$ cat src/rtl/dvl_pkg.sv
package dvl_pkg;

   // Field widths
   localparam int ELAPSED_W  = 16;
   localparam int ROOT_W     = 20;
   localparam int CV_W       = 12;
   localparam int HARM_W     = 23;
   localparam int IDX_W      = 3;
   localparam int DUTY_W     = 7;
   localparam int REQ_DATA_W = 48;
   localparam int RSP_DATA_W = 88;

   // Configuration port
   localparam int CSR_INDEX_W = 1;
   localparam int CSR_DATA_W  = 4;
   localparam logic [CSR_INDEX_W-1:0] CSR_PEDAL_MODE   = 1'b0;
   localparam logic [CSR_INDEX_W-1:0] CSR_SHIMMER_RATE = 1'b1;

   localparam int PEDAL_W   = 2;
   localparam int SHIMMER_W = 4;
   localparam logic [PEDAL_W-1:0]   PEDAL_SUB        = 2'd0;
   localparam logic [PEDAL_W-1:0]   PEDAL_FIFTH      = 2'd1;
   localparam logic [SHIMMER_W-1:0] SHIMMER_RESET    = 4'd4;
   localparam logic [SHIMMER_W-1:0] SHIMMER_FROZEN   = 4'd0;

   // Shared multiplier
   localparam int MUL_A_W = 24;
   localparam int MUL_B_W = 20;
   localparam int MUL_P_W = MUL_A_W + MUL_B_W;

   // LFO rate constants, split in two 18-bit partial operands
   localparam int RATE_W      = 36;
   localparam int RATE_HALF_W = 18;
   localparam int LO_PROD_W   = MUL_A_W + RATE_HALF_W;
   localparam int BASE_W      = 8;
   localparam logic [BASE_W-1:0] BASE_OFFSET = 8'd5;
   localparam logic [RATE_W-1:0] RATE_Q [3] = '{
      36'd29358905040, 36'd38460165602, 36'd50790905719};

   // Start phases, turns in Q48
   localparam logic [47:0] PHASE_INIT_Q48 [3] = '{
      48'd0, 48'd76156827561877, 48'd152313655123754};

   // Divide by three: multiply by ceil(2^21 / 3), shift right 21
   localparam logic [MUL_B_W-1:0] RECIP3       = 20'd699051;
   localparam int                 RECIP3_SHIFT = 21;

   // Harmonic selection
   localparam logic [14:0] HARM_STEP = 15'd4095;
   localparam logic [3:0]  HARM_MULT [6] = '{4'd2, 4'd3, 4'd4, 4'd5, 4'd6, 4'd8};

   localparam logic [DUTY_W-1:0] DUTY_REST = 7'd50;

   // Sequencer states
   typedef enum logic [8:0] {
      ST_IDLE  = 9'b000000001,
      ST_BASE  = 9'b000000010,
      ST_PEDAL = 9'b000000100,
      ST_HARM  = 9'b000001000,
      ST_HCAP  = 9'b000010000,
      ST_LO    = 9'b000100000,
      ST_HI    = 9'b001000000,
      ST_ACC   = 9'b010000000,
      ST_OUT   = 9'b100000000
   } state_type;

endpackage

$ cat src/rtl/dvl_mul.sv
module dvl_mul
   import dvl_pkg::*;
(
   input  logic               clock,
   input  logic [MUL_A_W-1:0] mul_a,
   input  logic [MUL_B_W-1:0] mul_b,
   output logic [MUL_P_W-1:0] prod_ff
);

   logic [MUL_P_W-1:0] prod_in;

   // Form the product, register it for the next step
   assign prod_in = MUL_P_W'(mul_a) * MUL_P_W'(mul_b);

   always_ff @(posedge clock) begin
      prod_ff <= prod_in;
   end

endmodule

$ cat src/rtl/drone_voice_lfo_pwm.sv
// Channel  Dir  Handshake                Payload
// req      in   req_tvalid/req_tready    elapsed_us, root_hz, mod_cv
// rsp      out  rsp_tvalid/rsp_tready    three frequencies, harmonic index, three duties
// csr      in   csr_we                   pedal_mode (index 0), shimmer_rate (index 1)
//
// A new word is accepted only once the sequencer is back in idle; the LFO steps are skipped
// when shimmer_rate is zero. Otherwise the single 24x20 multiplier is used in nine steps, two
// partial products per LFO voice.
// Synchronous reset sets the sequencer, output valid, settings and the LFO start phases.
// A finished word waits in the output register; the sequencer holds before writing the
// next one until the earlier word is taken.
module drone_voice_lfo_pwm
   import dvl_pkg::*;
#(
   parameter int PHASE_BITS       = 32,
   parameter int SINE_TABLE_DEPTH = 256
)
(
   input  logic                   clock,
   input  logic                   reset,
   input  logic                   req_tvalid,
   output logic                   req_tready,
   // [15:0] elapsed_us, [35:16] root_hz, [47:36] mod_cv
   input  logic [REQ_DATA_W-1:0]  req_tdata,
   output logic                   rsp_tvalid,
   input  logic                   rsp_tready,
   // [19:0] fundamental_hz, [39:20] pedal_hz, [62:40] harmonic_hz, [65:63] harmonic_index,
   // [72:66] duty_fundamental, [79:73] duty_pedal, [86:80] duty_harmonic, [87] zero
   output logic [RSP_DATA_W-1:0]  rsp_tdata,
   input  logic                   csr_we,
   input  logic [CSR_INDEX_W-1:0] csr_index,
   input  logic [CSR_DATA_W-1:0]  csr_wdata
);

   // Table index bits; SINE_TABLE_DEPTH must be a power of two, which the block does not check
   localparam int TI_BITS = $clog2(SINE_TABLE_DEPTH);
   localparam int ROM_W   = SINE_TABLE_DEPTH * DUTY_W;
   localparam logic [63:0] DEPTH64    = 64'(SINE_TABLE_DEPTH);
   localparam logic [63:0] Q30_ONE    = 64'd1073741824;
   localparam logic [63:0] HALFPI_Q30 = 64'd1686629713;

   // Magnitude of sin(pi/2 * r / depth) in Q30
   function automatic logic [63:0] sine_quarter(input logic [63:0] r);
      logic [63:0] x;
      logic [63:0] x2;
      logic [63:0] t;
      logic [63:0] res;
      if (r == 64'd0) begin
         res = 64'd0;
      end else if (r >= DEPTH64) begin
         res = Q30_ONE;
      end else if (64'd3 * r == DEPTH64) begin
         res = Q30_ONE >> 1;
      end else begin
         x  = (HALFPI_Q30 * r) / DEPTH64;
         x2 = (x * x) >> 30;
         t  = Q30_ONE;
         t  = Q30_ONE - ((x2 * t) >> 30) / 64'd210;
         t  = Q30_ONE - ((x2 * t) >> 30) / 64'd156;
         t  = Q30_ONE - ((x2 * t) >> 30) / 64'd110;
         t  = Q30_ONE - ((x2 * t) >> 30) / 64'd72;
         t  = Q30_ONE - ((x2 * t) >> 30) / 64'd42;
         t  = Q30_ONE - ((x2 * t) >> 30) / 64'd20;
         t  = Q30_ONE - ((x2 * t) >> 30) / 64'd6;
         res = (x * t) >> 30;
      end
      return res;
   endfunction

   // Duty table, floor(38 + 26 sin), built at elaboration
   function automatic logic [ROM_W-1:0] build_duty_rom();
      logic [ROM_W-1:0] rom;
      logic [63:0]      n;
      logic [63:0]      q;
      logic [63:0]      r;
      logic [63:0]      m;
      logic [63:0]      d;
      int               i;
      rom = '0;
      for (i = 0; i < SINE_TABLE_DEPTH; i++) begin
         n = 64'd4 * 64'(i);
         q = n / DEPTH64;
         r = n % DEPTH64;
         if (q[0]) begin
            r = DEPTH64 - r;
         end
         m = sine_quarter(r);
         if (q >= 64'd2) begin
            d = 64'd38 - ((64'd26 * m + Q30_ONE - 64'd1) >> 30);
         end else begin
            d = 64'd38 + ((64'd26 * m) >> 30);
         end
         rom[i*DUTY_W +: DUTY_W] = d[DUTY_W-1:0];
      end
      return rom;
   endfunction

   localparam logic [ROM_W-1:0] DUTY_ROM = build_duty_rom();

   state_type               state_ff, state_in;
   logic [ELAPSED_W-1:0]    dt_ff, dt_in;
   logic [ROOT_W-1:0]       root_ff, root_in;
   logic [CV_W-1:0]         cv_ff, cv_in;
   logic [1:0]              voice_ff, voice_in;
   logic [MUL_A_W-1:0]      a_ff, a_in;
   logic [LO_PROD_W-1:0]    lo_ff, lo_in;
   logic [ROOT_W-1:0]       pedal_ff, pedal_in;
   logic [HARM_W-1:0]       harm_ff, harm_in;
   logic [IDX_W-1:0]        idx_ff, idx_in;
   logic [PHASE_BITS-1:0]   phase_ff [3];
   logic [PHASE_BITS-1:0]   phase_in [3];
   logic [PEDAL_W-1:0]      pedal_mode_ff, pedal_mode_in;
   logic [SHIMMER_W-1:0]    shimmer_ff, shimmer_in;
   logic                    rsp_valid_ff, rsp_valid_in;
   logic [RSP_DATA_W-1:0]   rsp_data_ff, rsp_data_in;

   logic [MUL_A_W-1:0]      mul_a;
   logic [MUL_B_W-1:0]      mul_b;
   logic [MUL_P_W-1:0]      prod_ff;
   logic [BASE_W-1:0]       base;
   logic [14:0]             cv6;
   logic [IDX_W-1:0]        idx_sel;
   logic [63:0]             inc_sum;
   logic [TI_BITS-1:0]      ti [3];
   logic [DUTY_W-1:0]       duty [3];

   dvl_mul u_mul (
      .clock   (clock),
      .mul_a   (mul_a),
      .mul_b   (mul_b),
      .prod_ff (prod_ff)
   );

   // LFO speed step: 5 + 12 * shimmer
   assign base = BASE_OFFSET + {1'b0, shimmer_ff, 3'b000} + {2'b00, shimmer_ff, 2'b00};

   // Harmonic index: count thresholds cv*6 crosses, saturating at five
   assign cv6 = {1'b0, cv_ff, 2'b00} + {2'b00, cv_ff, 1'b0};
   assign idx_sel = IDX_W'(cv6 >= HARM_STEP) + IDX_W'(cv6 >= 15'(2 * 4095))
                  + IDX_W'(cv6 >= 15'(3 * 4095)) + IDX_W'(cv6 >= 15'(4 * 4095))
                  + IDX_W'(cv6 >= 15'(5 * 4095));

   // Phase increment: rejoin the two partial products
   assign inc_sum = 64'({prod_ff[LO_PROD_W-1:0], {RATE_HALF_W{1'b0}}}) + 64'(lo_ff);

   // Look up the three duties from the current phases, or give the rest duty when frozen
   always_comb begin
      for (int v = 0; v < 3; v++) begin
         ti[v] = phase_ff[v][PHASE_BITS-1 -: TI_BITS];
         if (shimmer_ff == SHIMMER_FROZEN) begin
            duty[v] = DUTY_REST;
         end else begin
            duty[v] = DUTY_ROM[ti[v]*DUTY_W +: DUTY_W];
         end
      end
   end

   // Select multiplier operands for the current step
   always_comb begin
      mul_a = '0;
      mul_b = '0;
      case (state_ff)
         ST_BASE: begin
            mul_a = MUL_A_W'(dt_ff);
            mul_b = MUL_B_W'(base);
         end
         ST_PEDAL: begin
            mul_a = MUL_A_W'({root_ff, 1'b0});
            mul_b = RECIP3;
         end
         ST_HARM: begin
            mul_a = MUL_A_W'(root_ff);
            mul_b = MUL_B_W'(HARM_MULT[idx_sel]);
         end
         ST_LO: begin
            mul_a = a_ff;
            mul_b = MUL_B_W'(RATE_Q[voice_ff][RATE_HALF_W-1:0]);
         end
         ST_HI: begin
            mul_a = a_ff;
            mul_b = MUL_B_W'(RATE_Q[voice_ff][RATE_W-1:RATE_HALF_W]);
         end
         default: begin
            mul_a = '0;
            mul_b = '0;
         end
      endcase
   end

   // Sequencer and register next values
   always_comb begin
      state_in      = state_ff;
      dt_in         = dt_ff;
      root_in       = root_ff;
      cv_in         = cv_ff;
      voice_in      = voice_ff;
      a_in          = a_ff;
      lo_in         = lo_ff;
      pedal_in      = pedal_ff;
      harm_in       = harm_ff;
      idx_in        = idx_ff;
      phase_in      = phase_ff;
      pedal_mode_in = pedal_mode_ff;
      shimmer_in    = shimmer_ff;
      rsp_valid_in  = rsp_valid_ff;
      rsp_data_in   = rsp_data_ff;

      // Configuration writes
      if (csr_we) begin
         unique case (csr_index)
            CSR_PEDAL_MODE:   pedal_mode_in = csr_wdata[PEDAL_W-1:0];
            CSR_SHIMMER_RATE: shimmer_in    = csr_wdata[SHIMMER_W-1:0];
            default:          pedal_mode_in = pedal_mode_ff;
         endcase
      end

      // Drop the output word once taken
      if (rsp_valid_ff && rsp_tready) begin
         rsp_valid_in = 1'b0;
      end

      unique case (state_ff)
         ST_IDLE: begin
            if (req_tvalid) begin
               dt_in    = req_tdata[15:0];
               root_in  = req_tdata[35:16];
               cv_in    = req_tdata[47:36];
               state_in = ST_BASE;
            end
         end
         ST_BASE: begin
            state_in = ST_PEDAL;
         end
         ST_PEDAL: begin
            a_in     = prod_ff[MUL_A_W-1:0];
            state_in = ST_HARM;
         end
         ST_HARM: begin
            if (pedal_mode_ff == PEDAL_SUB) begin
               pedal_in = root_ff >> 1;
            end else if (pedal_mode_ff == PEDAL_FIFTH) begin
               pedal_in = prod_ff[RECIP3_SHIFT +: ROOT_W];
            end else begin
               pedal_in = root_ff;
            end
            idx_in   = idx_sel;
            state_in = ST_HCAP;
         end
         ST_HCAP: begin
            harm_in  = prod_ff[HARM_W-1:0];
            voice_in = 2'd0;
            if (shimmer_ff == SHIMMER_FROZEN) begin
               state_in = ST_OUT;
            end else begin
               state_in = ST_LO;
            end
         end
         ST_LO: begin
            state_in = ST_HI;
         end
         ST_HI: begin
            lo_in    = prod_ff[LO_PROD_W-1:0];
            state_in = ST_ACC;
         end
         ST_ACC: begin
            // Advance this voice's phase, wrap once per turn
            phase_in[voice_ff] = phase_ff[voice_ff] + inc_sum[63 -: PHASE_BITS];
            voice_in = voice_ff + 2'd1;
            if (voice_ff == 2'd2) begin
               state_in = ST_OUT;
            end else begin
               state_in = ST_LO;
            end
         end
         ST_OUT: begin
            // Hold until the earlier word has left the output register
            if (!rsp_valid_ff || rsp_tready) begin
               rsp_valid_in = 1'b1;
               rsp_data_in  = {1'b0, duty[2], duty[1], duty[0], idx_ff,
                               harm_ff, pedal_ff, root_ff};
               state_in     = ST_IDLE;
            end
         end
         default: begin
            state_in = ST_IDLE;
         end
      endcase
   end

   // Control registers
   always_ff @(posedge clock) begin
      if (reset) begin
         state_ff      <= ST_IDLE;
         voice_ff      <= 2'd0;
         rsp_valid_ff  <= 1'b0;
         pedal_mode_ff <= PEDAL_SUB;
         shimmer_ff    <= SHIMMER_RESET;
         for (int v = 0; v < 3; v++) begin
            phase_ff[v] <= PHASE_INIT_Q48[v][47 -: PHASE_BITS];
         end
      end else begin
         state_ff      <= state_in;
         voice_ff      <= voice_in;
         rsp_valid_ff  <= rsp_valid_in;
         pedal_mode_ff <= pedal_mode_in;
         shimmer_ff    <= shimmer_in;
         phase_ff      <= phase_in;
      end
   end

   // Payload registers
   always_ff @(posedge clock) begin
      dt_ff       <= dt_in;
      root_ff     <= root_in;
      cv_ff       <= cv_in;
      a_ff        <= a_in;
      lo_ff       <= lo_in;
      pedal_ff    <= pedal_in;
      harm_ff     <= harm_in;
      idx_ff      <= idx_in;
      rsp_data_ff <= rsp_data_in;
   end

   assign req_tready = (state_ff == ST_IDLE);
   assign rsp_tvalid = rsp_valid_ff;
   assign rsp_tdata  = rsp_data_ff;

endmodule

$ cat config.mk
export PLATFORM = sky130hd
export DESIGN_NAME = drone_voice_lfo_pwm
export DESIGN_NICKNAME = d
export VERILOG_FILES = /design/src/rtl/dvl_pkg.sv /design/src/rtl/dvl_mul.sv /design/src/rtl/drone_voice_lfo_pwm.sv
export SDC_FILE = /design/constraint.sdc
export NUM_CORES = 2
export LEC_CHECK = 0
export BUFFER_PORTS_ARGS = -buffer_cell sky130_fd_sc_hd__buf_2
export CORE_MARGIN = 2
export CORE_UTILIZATION = 58
export CTS_CLUSTER_DIAMETER = 120
export DETAILED_ROUTE_END_ITERATION = 16
export PLACE_DENSITY = 0.78
export SKIP_LAST_GASP = 1
export SYNTH_ARGS = -nofsm -noshare
export SYNTH_HDL_FRONTEND = slang
export SYNTH_SLANG_ARGS = --single-unit
export TNS_END_PERCENT = 30
$ cat constraint.sdc
create_clock -name clock -period 11.1 [get_ports clock]
set_input_delay 1.11 -clock clock [delete_from_list [all_inputs] [get_ports clock]]
set_output_delay 1.11 -clock clock [all_outputs]
set_load 0.05 [all_outputs]
==> summary.md <==
| Metric | Value |
|---|---|
| DRC errors left | `0` |
| CTS tree | `done` |
| Initial Util | `~59%` |
| Iter 0 DRT Violations | `between 2000 and 3000` |
| Mapped Area | `between 30000 and 40000 um2` |
| Clock Path Buffers | `3` |
| Synth Instances | `roughly 3800` |
| Hold crit path type | `reg2reg` |
| Die width | `~250 um` |
| Largest net degree at the start of global routing | `around 110` |
| Initial antenna violation count | `3` |
| Top cells by area, synth | `fa_1 22%, edfxtp_1 20%, ha_1 9.4%` |
| Max-capacitance violation count | `0` |
| P_int | `~2.4 mW` |
| CP arrival | `about 11000 ps` |
| Num rows | `89` |
| Layout cell share with drive strength beyond 1 | `approximately a tenth` |
| Yosys reg bits | `385` |
| Clock power share | `roughly 45%` |
| CP max stage cell | `fa_1` |
| Core area | `approximately 59000 um2` |
| Cts hold-fix bufs | `0` |
| Final cycle utilization of the critical path | `97.4%` |
| Sequential share of power | `between 40% and 50%` |
| I/O Buffers | `around 150` |
| Startpoint Class | `flop` |
| Via/cell ratio | `approximately 6.0` |
| Most Used Layer, Global Route | `met2` |
| Routability cong. | `around 0.97` |
| Mux cell area share after synthesis | `1.78%` |
| Die height | `between 200 and 250 um` |
| Synth Area in Adders | `between 30% and 40%` |
| Finished Core Util | `approximately 64%` |
| Final ANT Viol Nets | `0` |
| Tot GR Track Use | `between 30% and 40%` |
| Final #Nets | `4542` |
| WS Path Type | `reg2reg` |
| Worst hold slack | `about 400 ps` |
| Clock Sinks | `approximately 390` |
| TritonCTS Buffers | `45` |
| Setup-failing EPs final | `0` |
| First drt pass iteration count | `8` |
| Slew @ Worst Pin | `about 1200 ps` |
| Crit path largest cell delay | `570 ps` |
| Synth Area in Simple Gates | `roughly 15%` |
| DR WL/cell | `between 20 and 25 um` |
| Worst clock skew | `51.5 ps` |
| GR Layer Usage met2 | `between 50% and 60%` |
| Die ar. | `slightly above 60000 um2` |
| Critical path endpoint category | `flop` |
| WL final | `102000 um` |
| Fin area | `about 38000 um2` |
| Via count | `around 28000` |
| CP required | `about 12000 ps` |
| EDFF count, synth | `around 230` |
| Synth Area in XOR/XNOR | `about 2.8%` |
| Pins Over Slew Limit | `0` |
| Asr flop ratio synth | `0%` |
| Root Buffer | `clkbuf_16` |
| Maximum vdd drop | `about 0.13 mV` |
| Syn avg cell area | `9.17 um2` |
| Cell taking the most area after synthesis | `fa_1` |
| Fmax | `approximately 93 MHz` |
| Final Hold Fails | `0` |
| Min Tclk post-route | `about 11000 ps` |
| Detailed-placement wirelength estimate | `74800 um` |
| Power share of the combinational group | `under 10%` |
| Number of global-route vias before repair | `27637` |
| Slew headroom | `between 10% and 20%` |
| Met1 Track Usage GR | `a little over two fifths` |
| H-tree depth | `2` |
| Area added between synthesis and finish | `9.55%` |
| Skew-Pair Late Insertion Delay | `~610 ps` |
| Num ports | `148` |
| Netlist cell types | `between 90 and 100` |
| Sw Pwr | `between 0.8 and 0.9 mW` |
| P per Cell Area | `approximately 86 nW/um2` |
| Register area share after synthesis | `28.9%` |
| GR Util met3 | `7.16%` |
| Compound-cell area share of the yosys netlist | `a little over an eighth` |
| Synth Flop Type | `edfxtp_1` |
| Clock-pin slew of the registers on the worst-case setup and hold paths | `60 ps` |
| Largest family of logic cells by synthesized area | `adder cells` |
| CP max FO | `10` |
| Warnings, synthesis | `0` |
| Critical Path Most Common Cell | `fa_1` |
| Sw frac | `25.0%` |
| Static Leak | `around 16 nW` |
| Status | `complete, no violations` |
| First-pass GRT wire length | `approximately 160000 um` |
| Total grt overflow | `0` |
| Placement Cell Area | `between 30000 and 40000 um2` |
| Top cell type's share of synthesized area | `a little over a fifth` |
-- state kept, by name (all words and copies together), names as in the netlist --
register,cells
a_ff,24
cv_ff,12
dt_ff,16
harm_ff,23
idx_ff,3
lo_ff,24
pedal_ff,20
pedal_mode_ff,2
phase_ff,96
root_ff,20
rsp_tdata,87
rsp_tvalid,1
shimmer_ff,4
state_ff,9
u_mul.prod_ff,42
voice_ff,2
-- worst max-delay path: cells and delay by family (launching register included) --
| kind | cells | cell delay (ps) |
|---|---|---|
| AOI/OAI and AO/OA | 15 | 3150 |
| xor gates and xnor gates | 2 | 370 |
| adders and majority gates | 12 | 5340 |
| buffers and inverters | 8 | 640 |
| DFF | 1 | 400 |
| and+or+nand+nor | 6 | 830 |
-- cell usage after synthesis, types with 29 or more instances --
cell type    n
nand2_1    585
and2_1      48
ha_1       259
clkbuf_1   156
xnor2_1     73
o22ai_1     41
nand3_1     47
a21o_1      72
fa_1       373
a21oi_1    254
xor2_1      39
dfxtp_1    156
buf_2       29
nor2_1     310
mux2i_1     57
nor3_1      38
inv_1      461
o21ai_0    142
edfxtp_1   229
-- routing by layer --
metal	vias up	share of wire (%)
li1	12720	-
met1	13644	39
met2	1475	46
met3	290	10
met4	0	5.1
met5	-	0
-- area by class of cell --
cell class	count	area, um2
multi-input cells	2721	22300
fillers	4765	21100
flip-flops and latches	385	10000
inverters	463	1740
repair buffers	236	1430
clock buffers	52	1190
well taps	773	967
clock inverters	32	270
diodes	5	12.5
-- logic make-up after synthesis --
logic type	count (synthesis)
xor+xnor	112
fa+ha+maj	634
simple gates	1178
buf+inv	668
flops	385
compound gates	733
other cells	1
mux	60
-- worst paths after layout --
kind                              start                        end  slack [ps]  cells after the start
setup reg to reg     cv_ff[1]$_DFFE_PP_  u_mul.prod_ff[27]$_DFF_P_         290                     43
hold reg to reg   harm_ff[22]$_DFFE_PP_    rsp_tdata[62]$_DFFE_PP_         410                      0
setup / recovery     cv_ff[1]$_DFFE_PP_  u_mul.prod_ff[27]$_DFF_P_         290                     43
hold / removal    harm_ff[22]$_DFFE_PP_    rsp_tdata[62]$_DFFE_PP_         410                      0
-- stage by stage --
step	power, mW	setup TNS, ps	cells	setup slack (ps)
2_1_floorplan	1.70	0	3773	637
3_3_place_gp	1.78	-15.2	4570	-15.2
3_5_place_dp	1.78	-171	4570	-96.1
4_1_cts	3.23	0	4655	40.2
5_1_grt	3.33	-789	4663	-222
6_report	3.24	0	4667	290
-- cells in the final DEF, fill, tap and decap left out, types with 25 or more instances in the layout --
cell type	n
nand3_1	47
buf_2	145
edfxtp_1	229
xor2_1	39
nor3_1	38
xnor2_1	72
buf_4	88
o22ai_1	41
nand3b_1	25
fa_1	369
nand2_1	582
a21oi_1	253
o21ai_0	140
inv_1	461
clkbuf_16	46
ha_1	255
a21o_1	72
dfxtp_1	154
nor2_1	309
and2_1	46
mux2i_1	57
-- power by group through the flow --
stage               Combinational (mW)  Sequential (mW)  Clock [mW]
floorplan                        0.124             1.57           0
global placement                 0.189             1.59           0
detailed placement               0.192             1.59           0
CTS                              0.200             1.56        1.47
global route                     0.244             1.56        1.52
finish                           0.226             1.56        1.46
-- what timing repair did --
action / 4_1_cts / 5_1_grt
setup endpoints to repair: 3 / 20
hold endpoints to repair: 0 / 0
buffers inserted: 0 / 7
gates cloned: 1 / 0
pin swaps: 1 / 20
gates resized for setup: 8 / 27
Note: power is estimated with default switching activity, not from simulation.
